### config.mk
export PLATFORM = sky130hd
export DESIGN_NAME = utf8_byte_stream_decoder
export DESIGN_NICKNAME = d
export VERILOG_FILES = /design/src/design/u8d_pkg.sv /design/src/design/u8d_decode.sv /design/src/design/u8d_result_queue.sv /design/src/design/utf8_byte_stream_decoder.sv
export SDC_FILE = /design/constraint.sdc
export NUM_CORES = 1
export LEC_CHECK = 0
export BUFFER_PORTS_ARGS = -buffer_cell sky130_fd_sc_hd__buf_2
export CAP_MARGIN = 20
export CORE_UTILIZATION = 35
export DETAILED_ROUTE_END_ITERATION = 7
export PLACE_DENSITY = 0.64
export SYNTH_ARGS = -nofsm -noshare
export SYNTH_HDL_FRONTEND = slang
export SYNTH_SLANG_ARGS = --single-unit
### constraint.sdc
create_clock -name clk -period 4.5 [get_ports clk]
set_clock_uncertainty 0.2 [all_clocks]
set_input_delay 0.9 -clock clk [delete_from_list [all_inputs] [get_ports clk]]
set_output_delay 0.9 -clock clk [all_outputs]
set_load 0.005 [all_outputs]
### src/design/u8d_pkg.sv
package u8d_pkg;

    localparam int MaxResults = 3;
    localparam int PendDepth = 3;

    localparam logic [20:0] ReplacementCp = 21'h00FFFD;

    // sequence length codes from a lead byte
    localparam logic [2:0] LenInvalid = 3'd0;
    localparam logic [2:0] LenOne = 3'd1;
    localparam logic [2:0] LenTwo = 3'd2;
    localparam logic [2:0] LenThree = 3'd3;
    localparam logic [2:0] LenFour = 3'd4;

    typedef struct packed {
        logic [7:0] data_byte;
        logic       final_byte;
    } in_item_t;

    typedef struct packed {
        logic [20:0] code_point;
        logic        run_end;
        logic        string_end;
    } out_item_t;

    // one group of results produced by one input byte
    typedef struct packed {
        out_item_t [MaxResults-1:0] items;
        logic [1:0]                 count;
    } result_grp_t;

    // pending state update from the decoder
    typedef struct packed {
        logic       hold;
        logic [1:0] slot;
        logic [1:0] count_next;
    } pend_ctl_t;

    function automatic logic [2:0] lead_length(input logic [7:0] b);
        logic [2:0] len;
        begin
            if (b[7] == 1'b0)
                len = LenOne;
            else if ((b & 8'hE0) == 8'hC0)
                len = LenTwo;
            else if ((b & 8'hF0) == 8'hE0)
                len = LenThree;
            else if ((b & 8'hF8) == 8'hF0)
                len = LenFour;
            else
                len = LenInvalid;
            return len;
        end
    endfunction

    function automatic logic [20:0] assemble(
        input logic [7:0] b0,
        input logic [7:0] b1,
        input logic [7:0] b2,
        input logic [7:0] b3,
        input logic [2:0] len
    );
        logic [20:0] cp;
        begin
            case (len)
                LenOne:   cp = {13'd0, b0};
                LenTwo:   cp = {10'd0, b0[4:0], b1[5:0]};
                LenThree: cp = {5'd0, b0[3:0], b1[5:0], b2[5:0]};
                default:  cp = {b0[2:0], b1[5:0], b2[5:0], b3[5:0]};
            endcase
            return cp;
        end
    endfunction

    // a lone byte decoded as a fresh lead with nothing after it
    function automatic logic [20:0] single_cp(input logic [7:0] b);
        logic [20:0] cp;
        begin
            if (b[7] == 1'b0)
                cp = {13'd0, b};
            else
                cp = ReplacementCp;
            return cp;
        end
    endfunction

endpackage

### src/design/u8d_decode.sv
module u8d_decode (
    input  logic [7:0]        pend0,
    input  logic [7:0]        pend1,
    input  logic [7:0]        pend2,
    input  logic [1:0]        pend_cnt,
    input  u8d_pkg::in_item_t item,
    output u8d_pkg::result_grp_t grp,
    output u8d_pkg::pend_ctl_t   ctl
);

    logic [7:0] b0;
    logic [7:0] b1;
    logic [7:0] b2;
    logic [7:0] b3;
    logic [2:0] n;
    logic [2:0] need;
    logic [2:0] tail_len;

    // held bytes first, then the new byte
    assign b0 = (pend_cnt > 2'd0) ? pend0 : item.data_byte;
    assign b1 = (pend_cnt > 2'd1) ? pend1 : item.data_byte;
    assign b2 = (pend_cnt > 2'd2) ? pend2 : item.data_byte;
    assign b3 = item.data_byte;
    assign n = {1'b0, pend_cnt} + 3'd1;
    assign need = u8d_pkg::lead_length(b0);
    assign tail_len = u8d_pkg::lead_length(b1);

    always_comb
    begin
        grp = '0;
        ctl.hold = 1'b0;
        ctl.slot = pend_cnt;
        ctl.count_next = 2'd0;
        if (!item.final_byte)
        begin
            grp.items[0].run_end = 1'b1;
            if (need == u8d_pkg::LenInvalid)
            begin
                grp.items[0].code_point = u8d_pkg::ReplacementCp;
                grp.count = 2'd1;
            end
            else if (n >= need)
            begin
                grp.items[0].code_point = u8d_pkg::assemble(b0, b1, b2, b3, need);
                grp.count = 2'd1;
            end
            else
            begin
                ctl.hold = 1'b1;
                ctl.count_next = n[1:0];
            end
        end
        else if (need != u8d_pkg::LenInvalid && n >= need)
        begin
            grp.items[0] = '{u8d_pkg::assemble(b0, b1, b2, b3, need), 1'b1, 1'b1};
            grp.count = 2'd1;
        end
        else if (n == 3'd1)
        begin
            grp.items[0] = '{u8d_pkg::ReplacementCp, 1'b1, 1'b1};
            grp.count = 2'd1;
        end
        else
        begin
            // truncated lead, rest decoded again as fresh leads
            grp.items[0] = '{u8d_pkg::ReplacementCp, 1'b0, 1'b0};
            if (n == 3'd2)
            begin
                grp.items[1] = '{u8d_pkg::single_cp(b1), 1'b1, 1'b1};
                grp.count = 2'd2;
            end
            else if (tail_len == u8d_pkg::LenTwo)
            begin
                grp.items[1] = '{u8d_pkg::assemble(b1, b2, b3, b3, u8d_pkg::LenTwo),
                                 1'b1, 1'b1};
                grp.count = 2'd2;
            end
            else
            begin
                grp.items[1] = '{u8d_pkg::single_cp(b1), 1'b0, 1'b0};
                grp.items[2] = '{u8d_pkg::single_cp(b2), 1'b1, 1'b1};
                grp.count = 2'd3;
            end
        end
    end

endmodule

### src/design/u8d_result_queue.sv
module u8d_result_queue (
    input  logic                  clk,
    input  logic                  rst_n,
    input  logic                  load,
    input  u8d_pkg::result_grp_t  grp,
    output logic                  can_load,
    output logic                  out_valid,
    input  logic                  out_ready,
    output u8d_pkg::out_item_t    out_item
);

    u8d_pkg::out_item_t [u8d_pkg::MaxResults-1:0] items_reg;
    logic [1:0] rem_reg;
    logic [1:0] rem_next;
    logic [1:0] idx_reg;
    logic [1:0] idx_next;
    logic       pop;

    assign out_valid = (rem_reg != 2'd0);
    assign pop = out_valid && out_ready;
    // last waiting result leaves this cycle, so a new group fits
    assign can_load = (rem_reg == 2'd0) || (rem_reg == 2'd1 && out_ready);
    assign out_item = items_reg[idx_reg];

    always_comb
    begin
        rem_next = rem_reg;
        idx_next = idx_reg;
        if (load)
        begin
            rem_next = grp.count;
            idx_next = 2'd0;
        end
        else if (pop)
        begin
            rem_next = rem_reg - 2'd1;
            idx_next = idx_reg + 2'd1;
        end
    end

    always_ff @(posedge clk or negedge rst_n)
    begin
        if (!rst_n)
        begin
            rem_reg <= 2'd0;
            idx_reg <= 2'd0;
        end
        else
        begin
            rem_reg <= rem_next;
            idx_reg <= idx_next;
        end
    end

    always_ff @(posedge clk)
    begin
        if (load)
            items_reg <= grp.items;
    end

endmodule

### src/design/utf8_byte_stream_decoder.sv
// utf8 byte stream decoder
// in channel: one string byte per transfer (in_valid/in_ready, in_data), with
// final_byte set on the last byte of a string
// out channel: decoded code points (out_valid/out_ready, out_data); 0xFFFD marks
// a bad lead byte or a lead cut off by the end of the string
// run_end marks the last code point caused by one input byte, string_end the
// last code point of the whole string
// a byte that completes a sequence shows its code point in the cycle after
// its transfer; bytes inside a sequence give nothing and are held here
// throughput: one byte per cycle while out_ready stays high; a final byte that flushes a truncated
// sequence gives up to three code points, and input waits while the extra
// ones drain from the result register, one per cycle
// the result register takes a new group in the same cycle its last code point
// leaves, so input and output run back to back
// when the receiver stalls, results stay in the result register and in_ready
// drops once a group is waiting that cannot leave this cycle
// reset clears the held byte count and empties the result register; a new string
// starts on the first byte after reset
module utf8_byte_stream_decoder (
    input  logic                clk,
    input  logic                rst_n,
    input  logic                in_valid,
    output logic                in_ready,
    input  u8d_pkg::in_item_t   in_data,
    output logic                out_valid,
    input  logic                out_ready,
    output u8d_pkg::out_item_t  out_data
);

    // bytes of an unfinished sequence, lead first
    logic [7:0] pend_reg [u8d_pkg::PendDepth];
    logic [1:0] pend_cnt_reg;
    logic [1:0] pend_cnt_next;

    u8d_pkg::result_grp_t grp;
    u8d_pkg::pend_ctl_t   ctl;
    logic                 in_xfer;

    assign in_xfer = in_valid && in_ready;

    // combinational decode of held bytes plus the incoming byte
    u8d_decode u_decode (
        .pend0    (pend_reg[0]),
        .pend1    (pend_reg[1]),
        .pend2    (pend_reg[2]),
        .pend_cnt (pend_cnt_reg),
        .item     (in_data),
        .grp      (grp),
        .ctl      (ctl)
    );

    // result register, emits a group one code point per cycle while out_ready is high
    u8d_result_queue u_queue (
        .clk       (clk),
        .rst_n     (rst_n),
        .load      (in_xfer),
        .grp       (grp),
        .can_load  (in_ready),
        .out_valid (out_valid),
        .out_ready (out_ready),
        .out_item  (out_data)
    );

    // held count clears whenever a byte produces results
    assign pend_cnt_next = in_xfer ? ctl.count_next : pend_cnt_reg;

    always_ff @(posedge clk or negedge rst_n)
    begin
        if (!rst_n)
            pend_cnt_reg <= 2'd0;
        else
            pend_cnt_reg <= pend_cnt_next;
    end

    // held bytes need no reset, only entries below the count are read
    always_ff @(posedge clk)
    begin
        if (in_xfer && ctl.hold)
            pend_reg[ctl.slot] <= in_data.data_byte;
    end

    // end of string always leaves nothing held
    a_final_clears: assert property (@(posedge clk) disable iff (!rst_n)
        in_xfer && in_data.final_byte |=> pend_cnt_reg == 2'd0)
        else $error("held bytes left after final byte");

    // a stalled result blocks new input
    a_stall_blocks: assert property (@(posedge clk) disable iff (!rst_n)
        out_valid && !out_ready |-> !in_ready)
        else $error("input taken while result is stalled");

    // a byte inside a sequence gives no result
    a_hold_silent: assert property (@(posedge clk) disable iff (!rst_n)
        in_xfer && ctl.hold |=> !out_valid)
        else $error("result shown for a held byte");

    // string end only on the last result of a byte
    a_end_flags: assert property (@(posedge clk) disable iff (!rst_n)
        out_valid && out_data.string_end |-> out_data.run_end)
        else $error("string_end without run_end");

endmodule

### Yosys cells after proc, flatten, opt, wreduce, memory -nomap -nowiden

Memory sizes are Yosys's and may differ from the RTL's.
Index checks and enable logic that the tools add are counted.

* order comparisons: 5
* shifts and indexed selects: 0
* bitwise logic cells: 1
* multiplexer cells: 41
* reductions and logical operators: 16
* $mul: 0
* eq/ne operators: 13
* $add $sub $neg: 3
* div/mod/pow operators: 0

Operator list (count)
* 21-bit case mux with 3 select lines: 1
* 23-bit binary-select mux with 2-bit select: 1
* 23-bit two-way mux: 2
* 21-bit two-way mux: 2
* 16-bit two-way mux: 2
* 25-bit two-way mux: 1
* 3-bit two-way mux: 8
* 8-bit two-way mux: 3
* 2-bit two-way mux: 11
* 22-bit two-way mux: 1
* 18-bit two-way mux: 1
* 3-bit by 2-bit == test with 1-bit output, second input constant: 4
* 5-bit == test, second input constant: 2
* 4-bit == test, second input constant: 2
* 1-bit two-way mux: 7
* 3-bit by 1-bit == test with 1-bit output, second input constant: 2
* 3-bit == test, second input constant: 2
* 6-bit OR reduction: 1
* 1-bit logical AND: 5
* 5-bit OR reduction: 1
* 2-bit by 1-bit greater-than comparator with 1-bit output, second input constant: 2
* 4-bit two-way mux: 1
* 2-bit nonzero test: 2
* 4-bit OR reduction: 1
* 14 further kinds: 14

* memories kept: 1
* logic and storage cells: 93
* register bits: 70
* bits in writable memories: 24
* bits in read-only memories: 0
* output and inout bits: 25
* bits in latches: 0

Memories
* pend_reg: words 3, bits a word 8, rd ports 3, clocked after memory_dff 0, wr ports 1, RTL line utf8_byte_stream_decoder.sv:31 `logic [7:0] pend_reg [u8d_pkg::PendDepth];`

### Logic depth before layout (Yosys ltp)

Gate-level depths: netlist (run 1).

* depth after elaboration: 14
* gate-level depth with buffers: 15
* depth with buffers taken out: 12

### By module

A second synthesis (run 1) with hierarchy kept.

* cells, all modules: 447
* area, all modules: 5372.7 µm²

By module, submodules not included
* u8d_result_queue: seq. area each 2172.1 µm², cells an instance 170, area each 2835.2 µm², instances 1
* u8d_decode: seq. area each 0.0 µm², cells an instance 242, area each 1697.9 µm², instances 1
* utf8_byte_stream_decoder: seq. area each 770.7 µm², cells an instance 35, area each 839.6 µm², instances 1

### Worst setup path after synthesis (run 1)

Ideal clock, no wire load.

* kind: register to register
* start: register pend_cnt_reg[1]
* end: memory pend_reg[1][0] (enable)
* slack: 781 ps
* path buffers: 2
* arrival time: 3188 ps
* cell stages (with the launch flop): 14
* clock period less this slack: 3719 ps
* cell sequence: dfrtp_1 -> buf_2 -> inv_1 -> ha_1 -> buf_6 -> mux2i_1 -> inv_2 -> nor3_4 -> or2_2 -> ha_1 -> o21ai_0 -> a21oi_1 -> nor4_4 -> and2_1

* longest elaborated chain between the ends: 14
* elaborated cells between the ends (all ways): 18
* classes of those cells: add/sub: 1; order compare: 2; eq/ne: 3; mux: 10; reduce/logical: 2

RTL lines
* from (decl): RTL line utf8_byte_stream_decoder.sv:32 `logic [1:0] pend_cnt_reg;`
* from (signal assigned): RTL line utf8_byte_stream_decoder.sv:72 `pend_cnt_reg <= pend_cnt_next;`
* 2-bit by 1-bit greater-than comparator with 1-bit output: RTL line u8d_decode.sv:20 `assign b0 = (pend_cnt > 2'd0) ? pend0 : item.data_byte;`
* 8-bit two-way mux: RTL line u8d_decode.sv:20
* 5-bit == test: RTL line u8d_pkg.sv:48 `else if ((b & 8'hF8) == 8'hF0)`
* 3-bit two-way mux: RTL line u8d_pkg.sv:48
* 3-bit two-way mux: RTL line u8d_pkg.sv:46 `else if ((b & 8'hF0) == 8'hE0)`
* 3-bit two-way mux: RTL line u8d_pkg.sv:44 `else if ((b & 8'hE0) == 8'hC0)`
* 3-bit two-way mux: RTL line u8d_pkg.sv:42 `if (b[7] == 1'b0)`
* 3-bit greater-or-equal comparator: RTL line u8d_decode.sv:42 `else if (n >= need)`
* 1-bit two-way mux: RTL line u8d_decode.sv:42
* 1-bit two-way mux: RTL line u8d_decode.sv:37 `if (need == u8d_pkg::LenInvalid)`
* 1-bit two-way mux: RTL line u8d_decode.sv:34 `if (!item.final_byte)`
* 1-bit logical AND: RTL line utf8_byte_stream_decoder.sv:78 `if (in_xfer && ctl.hold)`
* 1-bit two-way mux: RTL line utf8_byte_stream_decoder.sv:78
* 1-bit two-way mux (implied by the code): RTL line utf8_byte_stream_decoder.sv:79 `pend_reg[ctl.slot] <= in_data.data_byte;`
* to (decl): RTL line utf8_byte_stream_decoder.sv:31

Several ways; a longest one is shown, not always the timed one.

### Final worst setup path (run 1)

* start: register pend_cnt_reg[0]
* end: memory pend_reg[1][3] (enable)

Same word-level chain as after synthesis.

==> results of run 1 <==
[power breakdown]
group | internal (W) | switching [W] | leakage [nW] | total [W]
logic | 0.000542 | 0.000898 | 0.955 | 0.00144
registers | 0.00102 | 0.0000747 | 0.717 | 0.00109
clock network | 0.000535 | 0.000268 | 0.161 | 0.000803
[cell usage after synthesis (2+ instances only)]
| master | number | share of area |
|---|---|---|
| a211oi_1 | 5 | 0.0089 |
| mux2i_1 | 31 | 0.074 |
| a22oi_1 | 7 | 0.012 |
| mux2_2 | 11 | 0.029 |
| and2_1 | 10 | 0.015 |
| and3_1 | 2 | 0.0030 |
| o21ai_0 | 28 | 0.033 |
| nand2b_1 | 5 | 0.0074 |
| dfrtp_1 | 6 | 0.036 |
| o22ai_1 | 7 | 0.010 |
| nand2_1 | 23 | 0.020 |
| buf_2 | 6 | 0.0071 |
| nand3_1 | 4 | 0.0048 |
| a31oi_1 | 3 | 0.0045 |
| a2bb2oi_1 | 2 | 0.0042 |
| ha_1 | 11 | 0.033 |
| nor3_4 | 2 | 0.0077 |
| clkbuf_1 | 5 | 0.0045 |
| o31ai_1 | 2 | 0.0036 |
| buf_4 | 2 | 0.0036 |
| buf_6 | 3 | 0.0080 |
| nor2_1 | 14 | 0.012 |
| a21oi_1 | 31 | 0.037 |
| nand3b_1 | 2 | 0.0036 |
| nor2b_1 | 6 | 0.0089 |
| or2_2 | 2 | 0.0030 |
| buf_1 | 2 | 0.0018 |
| inv_1 | 18 | 0.016 |
| nor3_1 | 8 | 0.0095 |
| edfxtp_1 | 69 | 0.49 |
| a21o_1 | 5 | 0.0089 |
| a221oi_1 | 5 | 0.010 |
[cell type report]
class                           instances  area (um^2)  area share
Sequential cell                        75         2220       0.456
Multi-Input combinational cell        250         1820       0.372
Timing Repair Buffer                   47          260      0.0533
Clock buffer                            9          225      0.0462
Tap cell                              143          179      0.0367
Clock inverter                          5          104      0.0213
Inverter                               19         71.3      0.0146
[per-stage QoR]
step	hold slack (ps)	setup WS (ps)	total power, W
final	186	422	0.00334
after floorplan	256	781	0.00208
after global placement	271	432	0.00251
after detailed placement	273	302	0.00254
after global routing	187	115	0.00354
after CTS	186	279	0.00334
[timing repair]
item / CTS / global route
resized for setup: 0 / 1
hold buffers: 0 / 0
setup endpoints to repair: 0 / 24
[cell families after synthesis]
family                     after synthesis
and+or+nand+nor                         85
AOI/OAI and AO/OA                      112
buffers and inverters                   37
DFF                                     75
adders and majority gates               11
muxes                                   42
[how the worst max path moves through the flow]
stage | startpoint | endpoint | slack (ps) | cells past startpoint
6_report | pend_cnt_reg[0] | pend_reg[1][3] | 420 | 11
5_1_grt | pend_cnt_reg[0] | pend_reg[1][0] | 110 | 11
4_1_cts | pend_cnt_reg[0] | pend_reg[1][3] | 280 | 11
3_5_place_dp | pend_cnt_reg[0] | pend_reg[1][3] | 300 | 11
3_3_place_gp | pend_cnt_reg[0] | pend_reg[1][2] | 430 | 11
2_1_floorplan | pend_cnt_reg[1] | pend_reg[1][0] | 780 | 13
[critical path, cell delays in order (launching register included)]
cell and delay, ps:
dfrtp_1 440, inv_1 160, ha_2 390, nand3b_1 250, and2_1 320, nor3_4 120, or2_2 300, ha_1 270
o21ai_0 250, a21oi_1 230, nor4_4 400, and2_1 410
[routing by layer]
metal  vias to the layer above  share of wire
li1                       1458              -
met1                      1474           0.48
met2                        95           0.45
met3                        15          0.047
met4                         0          0.019
met5                         -              0
==> metrics.txt, run 1 <==
final wirelength=10.6 mm; met2 Track Usage GR=0.266; setup total negative slack=0 ps; final instance area=4880 um^2; Worst Setup End Kind=register; Synthesis Warnings=0; num ports=38; Inst Count DP=534; share of cells above drive strength 1=0.217; final std cells w/o fill=about 550; Placer Congestion=approximately 0.87; CTS tree=built; Util after Layout=0.422; initial antenna violation count=0; Final Max Tran Viols=0; Adder-Cell Fraction of Synth Area=0.0327; Worst Path Arrival=3880 ps; Power Dens Cells=684 nW/um^2; largest net degree at the start of global routing=50; ant diodes=0; Area Overhead vs Synth=15.8%; period utilization=0.906; Reg2Reg Launch Point=pend_cnt_reg[0]; grt total ovfl=0; setup slack, reg-to-reg=420 ps; combinational family with the most area after synthesis=compound AO/OA/AOI/OAI gates; worst skew pair latency=330 ps; Crit Path Category=reg -> reg; Crit path required time=approximately 4300 ps; Post-Synth Simple-Gate Area=0.115; Final setup viols=0; Reg clk slew, reported paths=about 60 ps; Initial Utilization=0.364; Max Cap Viol=0; average vias per placed instance=between 5 and 6; DP HPWL=7.59 mm; commonest non-fill, non-tap cell in the layout=edfxtp_1; Setup Buffers After CTS=0; post-synthesis xor/xnor area fraction=0; RSZ-0062 raised after global routing=false; CTS Buf Count=9; Distinct cells, synth=57; Final Hold Fails=0; Static Leak=1.83 nW; capturing point of the worst reg2reg path=pend_reg[1][3]; routing usage on met3=0.0338; Post-Syn Area=4210 um^2; Post-synth top flop=edfxtp_1; Initial DRC Count=225; Core Area=11600 um^2; Num Clock Sinks=75; Root Driver=clkbuf_16; Post-Synthesis Cells=approximately 360; row count=39; GR Util met1=0.257; most frequent cells in the layout=69 x edfxtp_1, 37 x buf_2, 31 x mux2i_1, 31 x a21oi_1, 28 x o21ai_0; Worst Tran Pin Value=970 ps; vias in the first global route=2920; Rel. slew slack=0.335; DIE HEIGHT=112 um; register area share after synthesis=0.527; outcome=finished, violations left; hold crit path type=in -> async; Clock Path Buffers=2; port bufs=37; syn_area_per_cell=between 10 and 15 um^2; Compound-Gate Fraction of Synth Area=0.180; worst r2r path cells=11; final net count=426; worst vdd ir=0.000257 V; wire per inst=19.3 um; Tmin final=4080 ps; crit-path max FO=13; max reg flops=45; GR peak layer=met2; Tot GR Track Use=0.178; Post-DP Area=around 4500 um^2; first-pass GRT wire length=16.9 mm; DIE WIDTH=112 um; FFs w/ async S/R, synth=0.0800; H-Tree Depth=3; drc violations=4; die area=around 12000 um^2; Post-synth EDFFs=69; via count=3042; Fmax=0.245 GHz; Synth Net Count=386; Startpoint Class=register; failing checks=design-rule violations; Detail Route Antenna Nets=0; number of synthesized register bits=between 70 and 80; mux cell area share after synthesis=0.103; DR pass1 iterations=7; # fillers=between 1000 and 1500
Note: power is estimated with default switching activity, not from simulation.
==> run 2, diff against run 1 <==
- CELL_PAD_IN_SITES_DETAIL_PLACEMENT: default -> 0
- CELL_PAD_IN_SITES_GLOBAL_PLACEMENT: default -> 1
- PLACE_DENSITY: 0.64 -> 0.76
- clock period: 4.5 -> 3.5 ns (I/O delays scaled with it)
==> run 2 against run 1 <==
The flow still finishes with violations (design-rule violations). Fmax up 25%. Combinational power is 39% higher. Non-clock buffer count is 18 higher. Cell area rose by 3.5%. Critical path depth is 1 higher. Sequential share of layout area is 1.6 points lower. Register-to-register slack worse by 170 ps.
==> metrics.txt, run 2 (synthesis gave the netlist of run 1 again) <==
max reg flops=45 (unchanged); Post-DP Area=4720 um^2 (+3.7%); final wirelength=10.5 mm (-0.58%); Tot GR Track Use=0.174 (-0.00438); most frequent cells in the layout=69 x edfxtp_1, 37 x buf_2, 31 x a21oi_1, 29 x mux2i_1, 27 x o21ai_0; port bufs=37 (unchanged); Area Overhead vs Synth=19.9%; Worst Setup End Kind=register; Core Area=11600 um^2 (unchanged); Crit Path Category=reg -> reg; Util after Layout=0.437 (+0.0149); Num Clock Sinks=75 (unchanged); crit-path max FO=14 (+1); num ports=38 (unchanged); Max Cap Viol=0 (unchanged); share of cells above drive strength 1=0.261 (+0.0439); final instance area=5050 um^2 (+3.5%); DR pass1 iterations=8 (+1); Startpoint Class=register; Fmax=0.308 GHz (+25%); H-Tree Depth=3 (unchanged); Static Leak=1.91 nW (+4.1%); Final Hold Fails=0 (unchanged); worst vdd ir=0.000334 V (+30%); vias in the first global route=2905 (-0.51%); Rel. slew slack=0.380 (+0.0449); DP HPWL=7.69 mm (+1.3%); CTS tree=built; hold_ws=291 ps (+105 ps); Initial DRC Count=345 (+53%); setup total negative slack=0 ps (unchanged); DIE HEIGHT=112 um (unchanged); Placer Congestion=0.969 (+12%); Final Max Tran Viols=0 (unchanged); CTS Buf Count=9 (unchanged); first-pass GRT wire length=16.3 mm (-3.6%); Crit path required time=3340 ps (-960 ps); Detail Route Antenna Nets=0 (unchanged); wire per inst=18.5 um (-4.1%); grt total ovfl=0 (unchanged); Reg clk slew, reported paths=60 ps (about the same); initial antenna violation count=0 (unchanged); RSZ-0062 raised after global routing=false; DIE WIDTH=112 um (unchanged); Root Driver=clkbuf_16; worst skew pair latency=340 ps (about the same); hold crit path type=reg -> reg; final net count=444 (+4.2%); Inst Count DP=551 (+3.2%); largest net degree at the start of global routing=50 (unchanged); die area=12500 um^2 (unchanged); Multi-input gate area=1850 um^2 (+1.9%); sequential cell area=2220 um^2 (unchanged); Power Dens Cells=865 nW/um^2 (+26%); final std cells w/o fill=568 (+3.6%); Worst Tran Pin Value=904 ps (-65.4 ps); Final setup viols=0 (unchanged); commonest non-fill, non-tap cell in the layout=edfxtp_1; period utilization=0.929 (+0.0223); row count=39 (unchanged); Tmin final=3250 ps (-828 ps); Initial Utilization=0.364 (unchanged); outcome=finished, violations left; # fillers=1076 (-0.46%); Worst Path Arrival=3090 ps (-790 ps); ant diodes=0 (unchanged); drc violations=3 (-1); Clock Path Buffers=2 (unchanged); via count=3150 (+3.6%); average vias per placed instance=5.55 (about the same); failing checks=design-rule violations
## run 2: cell count changes in the layout (fill, tap and decap cells not counted), moves of 2 or more
cell      before  now
mux2i_1       31   29
buf_4         10   26
and2_4         0    3
and2_1        10    7
clkbuf_1       0    2
mux2i_4        0    2
## run 2: power by group
part	internal (W)	switching [W]
Clock	0.000628	0.000357
Sequential	0.00131	0.0000691
Combinational	0.000801	0.00120
## run 2: through the flow
step                setup WS (ps)  power (W)
detailed placement           48.3    0.00337
global placement              159    0.00333
CTS                          33.1    0.00437
global route                 34.6    0.00462
finish                        250    0.00437
floorplan                   -29.1    0.00270
## run 2: final timing paths
path | cells after the start | slack (ps) | startpoint | to
max | 12 | 250 | pend_cnt_reg[1] | pend_reg[0][7]
min in group asynchronous | 2 | 530 | rst_n | u_queue.idx_reg[0]
max reg2reg | 12 | 250 | pend_cnt_reg[1] | pend_reg[0][7]
max in group asynchronous | 2 | 2410 | rst_n | pend_cnt_reg[1]
min | 2 | 290 | u_queue.rem_reg[1] | u_queue.rem_reg[1]
min reg2reg | 2 | 290 | u_queue.rem_reg[1] | u_queue.rem_reg[1]
## run 2: area by class of cell
cell class | count | area share
clock inverter | 5 | 0.0168
clock buffer | 11 | 0.0461
timing repair buffer | 65 | 0.0812
sequential | 75 | 0.440
multi-input combinational | 250 | 0.366
inverter | 19 | 0.0141
tap | 143 | 0.0354
## run 2: worst max-delay path, stage by stage (launching register included)
cell	delay (ps)
dfrtp_1	370
inv_1	80
ha_2	280
buf_4	240
nand3_4	110
and2_1	190
nor3_4	190
or2_2	130
ha_1	210
o21ai_1	170
a21oi_1	140
nor4_4	370
and2_4	280
## run 2: timing repair
item,4_1_cts,5_1_grt
hold buffers,1,0
setup endpoints to repair,0,64
setup buffers,0,0
gates resized for setup,0,6
endpoints found under the hold margin,6,0
## run 2: metal layers
metal,vias up,GRT usage,share of wire
met3,22,0.0359,0.063
met1,1502,0.249,0.47
li1,1500,-,-
met2,126,0.256,0.44
met5,-,0,0
met4,0,0.0703,0.025
==> run 3, diff against run 2 <==
--- a/config.mk
+++ b/config.mk
@@ -11,4 +11,5 @@
 export CELL_PAD_IN_SITES_GLOBAL_PLACEMENT = 1
 export CORE_UTILIZATION = 35
+export CTS_BUF_LIST = sky130_fd_sc_hd__clkbuf_4
 export DETAILED_ROUTE_END_ITERATION = 7
 export PLACE_DENSITY = 0.76
==> constraint.sdc (replaced) <==
create_clock -name clk -period 3.5 [get_ports clk]
set_clock_uncertainty 0.2 [all_clocks]
set_input_delay 0 -clock clk [delete_from_list [all_inputs] [get_ports clk]]
set_output_delay 0 -clock clk [all_outputs]
set_load 0.005 [all_outputs]
==> run 3 against run 2 <==
The run still ends with design-rule violations left. Fmax rose by 0.94%. Critical path depth rose by 2. Worst hold slack got worse by 45 ps. Register-to-register slack improved by 30 ps. First-iteration DRC count fell by 11%. Utilization fell by 0.42 points. Power fell by 9.6%. Sequential share of layout area rose by 0.43 points. Routed wire length rose by 1.1%. Largest cell class unchanged. Largest power group unchanged.
==> metrics.txt, run 3 (synthesis gave the netlist of run 1 again) <==
setup total negative slack=0 ps (unchanged); largest net degree at the start of global routing=50 (unchanged); final wirelength=10.7 mm (+1.1%); setup slack, reg-to-reg=280 ps (+30 ps); DIE HEIGHT=112 um (unchanged); combinational power share=0.509 (+0.050); Reg2Reg Launch Point=pend_cnt_reg[0]; DR pass1 iterations=8 (unchanged); via count=3228 (+2.5%); ant diodes=0 (unchanged); crit path cell chain=inv_1, ha_2, buf_4, nand3_4, and2_1, nor3_4, or2_2, ha_1, o21ai_1, a21oi_1, buf_4, nor3_4, buf_4, a31oi_1; initial antenna violation count=0 (unchanged); Seq pwr share=0.354 (+0.038); Final Hold Fails=0 (unchanged); Reg clk slew, reported paths=130 ps (+70 ps); Initial Utilization=0.364 (unchanged); worst r2r path cells=14 (+2); Top Family by Delay on Critical Path=simple AND/OR/NAND/NOR gates; Worst Path Arrival=3190 ps (+100 ps); period utilization=0.920 (-0.00865); Tmin final=3220 ps (-30.3 ps); Core Area=11600 um^2 (unchanged); Tot GR Track Use=0.175 (+0.00152); Sw Ratio=0.401 (+0.0282); CTS Buf Count=9 (unchanged); share of cells above drive strength 1=0.253 (-0.00775); Placer Congestion=0.949 (-2.1%); # fillers=1068 (-0.74%); num ports=38 (unchanged); average vias per placed instance=5.56 (+0.18%); worst skew pair latency=440 ps (+100 ps); CTS tree=built; DIE WIDTH=112 um (unchanged); Setup Buffers After CTS=0 (unchanged); Worst Path Buf+Inv=4 (+2); row count=39 (unchanged); worst hold path startpoint=in_data[1]; most frequent cells in the layout=69 x edfxtp_1, 37 x buf_2, 31 x a21oi_1, 29 x mux2i_1, 27 x o21ai_0; Initial DRC Count=306 (-11%); Startpoint Class=register; wire per inst=18.3 um (-1.2%); die area=12500 um^2 (unchanged); Detail Route Antenna Nets=0 (unchanged); max reg flops=45 (unchanged); Final setup viols=0 (unchanged); Worst Tran Pin Value=895 ps (-9.23 ps); grt total ovfl=0 (unchanged); drc violations=3 (unchanged); Root Driver=clkbuf_4; Clock Path Buffers=2 (unchanged); port bufs=37 (unchanged); worst vdd ir=0.000339 V (+1.6%); worst hold endpoint=pend_reg[0][0]; Crit Path Category=reg -> reg; Internal=0.00237 W (-14%); CP max stage delay=400 ps (+30 ps); Multi-input gate area=1850 um^2 (unchanged); sw power=0.00158 W (-2.7%); Static Leak=1.88 nW (-1.3%); RSZ-0062 raised after global routing=false; hold crit path type=in -> reg; Rel. slew slack=0.401 (+0.0208); crit-path max FO=11 (-3); Max Cap Viol=0 (unchanged); hold path depth=2 (unchanged); Clk network pwr share=0.137 (-0.088); outcome=finished, violations left; failing checks=design-rule violations; Num Clock Sinks=75 (unchanged); sequential cell area=2220 um^2 (unchanged); Crit path required time=3470 ps (+130 ps); Area Overhead vs Synth=18.7%; first-pass GRT wire length=16.6 mm (+1.6%); Final Max Tran Viols=0 (unchanged); Fmax=0.311 GHz (+0.94%); CP max stage cell=dfrtp_1; Power Dens Cells=790 nW/um^2 (-8.7%); commonest non-fill, non-tap cell in the layout=edfxtp_1; H-Tree Depth=3 (unchanged); vias in the first global route=2952 (+1.6%); DP HPWL=7.65 mm (-0.58%); hold_ws=246 ps (-44.9 ps); Worst Setup End Kind=register; total power=0.00395 W (-9.6%); capturing point of the worst reg2reg path=u_queue.items_reg[15]; final net count=457 (+2.9%); Top cell by count, worst path=buf_4; CP Depth=14 (+2)
-- run 3: changes by cell type in the layout (fill, tap and decap cells not counted), sizes merged --
cell / previous run / this run
dlygate4sd3: 1 / 15
bufinv: 2 / 1
clkinvlp: 1 / 2
buf: 64 / 63
inv: 19 / 18
clkinv: 2 / 3
-- run 3: routing by layer --
metal | routed length, um | track usage
met1 | 5050 | 0.252
met5 | 0 | 0
met4 | 279 | 0.0784
met2 | 4790 | 0.260
met3 | 536 | 0.0272
-- run 3: layout make-up --
| cell class | count | share of cell area |
|---|---|---|
| timing repair buffer | 78 | 0.109 |
| clock buffer | 11 | 0.0165 |
| inverter | 19 | 0.0143 |
| tap | 143 | 0.0358 |
| multi-input combinational | 250 | 0.370 |
| clock inverter | 5 | 0.0108 |
| sequential | 75 | 0.444 |
-- run 3: metrics by stage --
step | util | std cells | instance area (um^2) | setup WS (ps)
5_1_grt | 0.433 | 581 | 5000 | 78.2
3_5_place_dp | 0.407 | 550 | 4710 | 90.7
4_1_cts | 0.432 | 581 | 4990 | 38.6
3_3_place_gp | 0.407 | 550 | 4710 | 164
6_report | 0.433 | 581 | 5000 | 280
2_1_floorplan | - | 362 | 4240 | -29.1
-- run 3: worst max-delay path by stage --
stage                               start               endpoint
after floorplan           pend_cnt_reg[1]         pend_reg[0][0]
after detailed placement  pend_cnt_reg[0]         pend_reg[1][3]
after global routing      pend_cnt_reg[0]  u_queue.items_reg[15]
after CTS                 pend_cnt_reg[0]         pend_reg[1][5]
final                     pend_cnt_reg[0]  u_queue.items_reg[15]
after global placement    pend_cnt_reg[0]         pend_reg[0][2]
-- run 3: worst register-to-register path, delay by kind of cell, from the launching register on --
kind                       cells  cell delay (ps)
and+or+nand+nor                5              800
DFF                            1              400
buffers and inverters          4              670
AOI/OAI and AO/OA              3              380
adders and majority gates      2              510
-- run 3: power by group through the flow --
stage	combinational, W	clock (W)	sequential, W
after CTS	0.00199	0.000549	0.00140
after detailed placement	0.00196	0	0.00142
after global placement	0.00194	0	0.00141
after global routing	0.00221	0.000587	0.00142
after floorplan	0.00132	0	0.00138
final	0.00201	0.000542	0.00140
-- run 3: timing repair --
| action | CTS | global route |
|---|---|---|
| setup endpoints to repair | 0 | 60 |
| endpoints found under the hold margin | 50 | 0 |
| resized for setup | 0 | 6 |
| hold buffers | 15 | 0 |
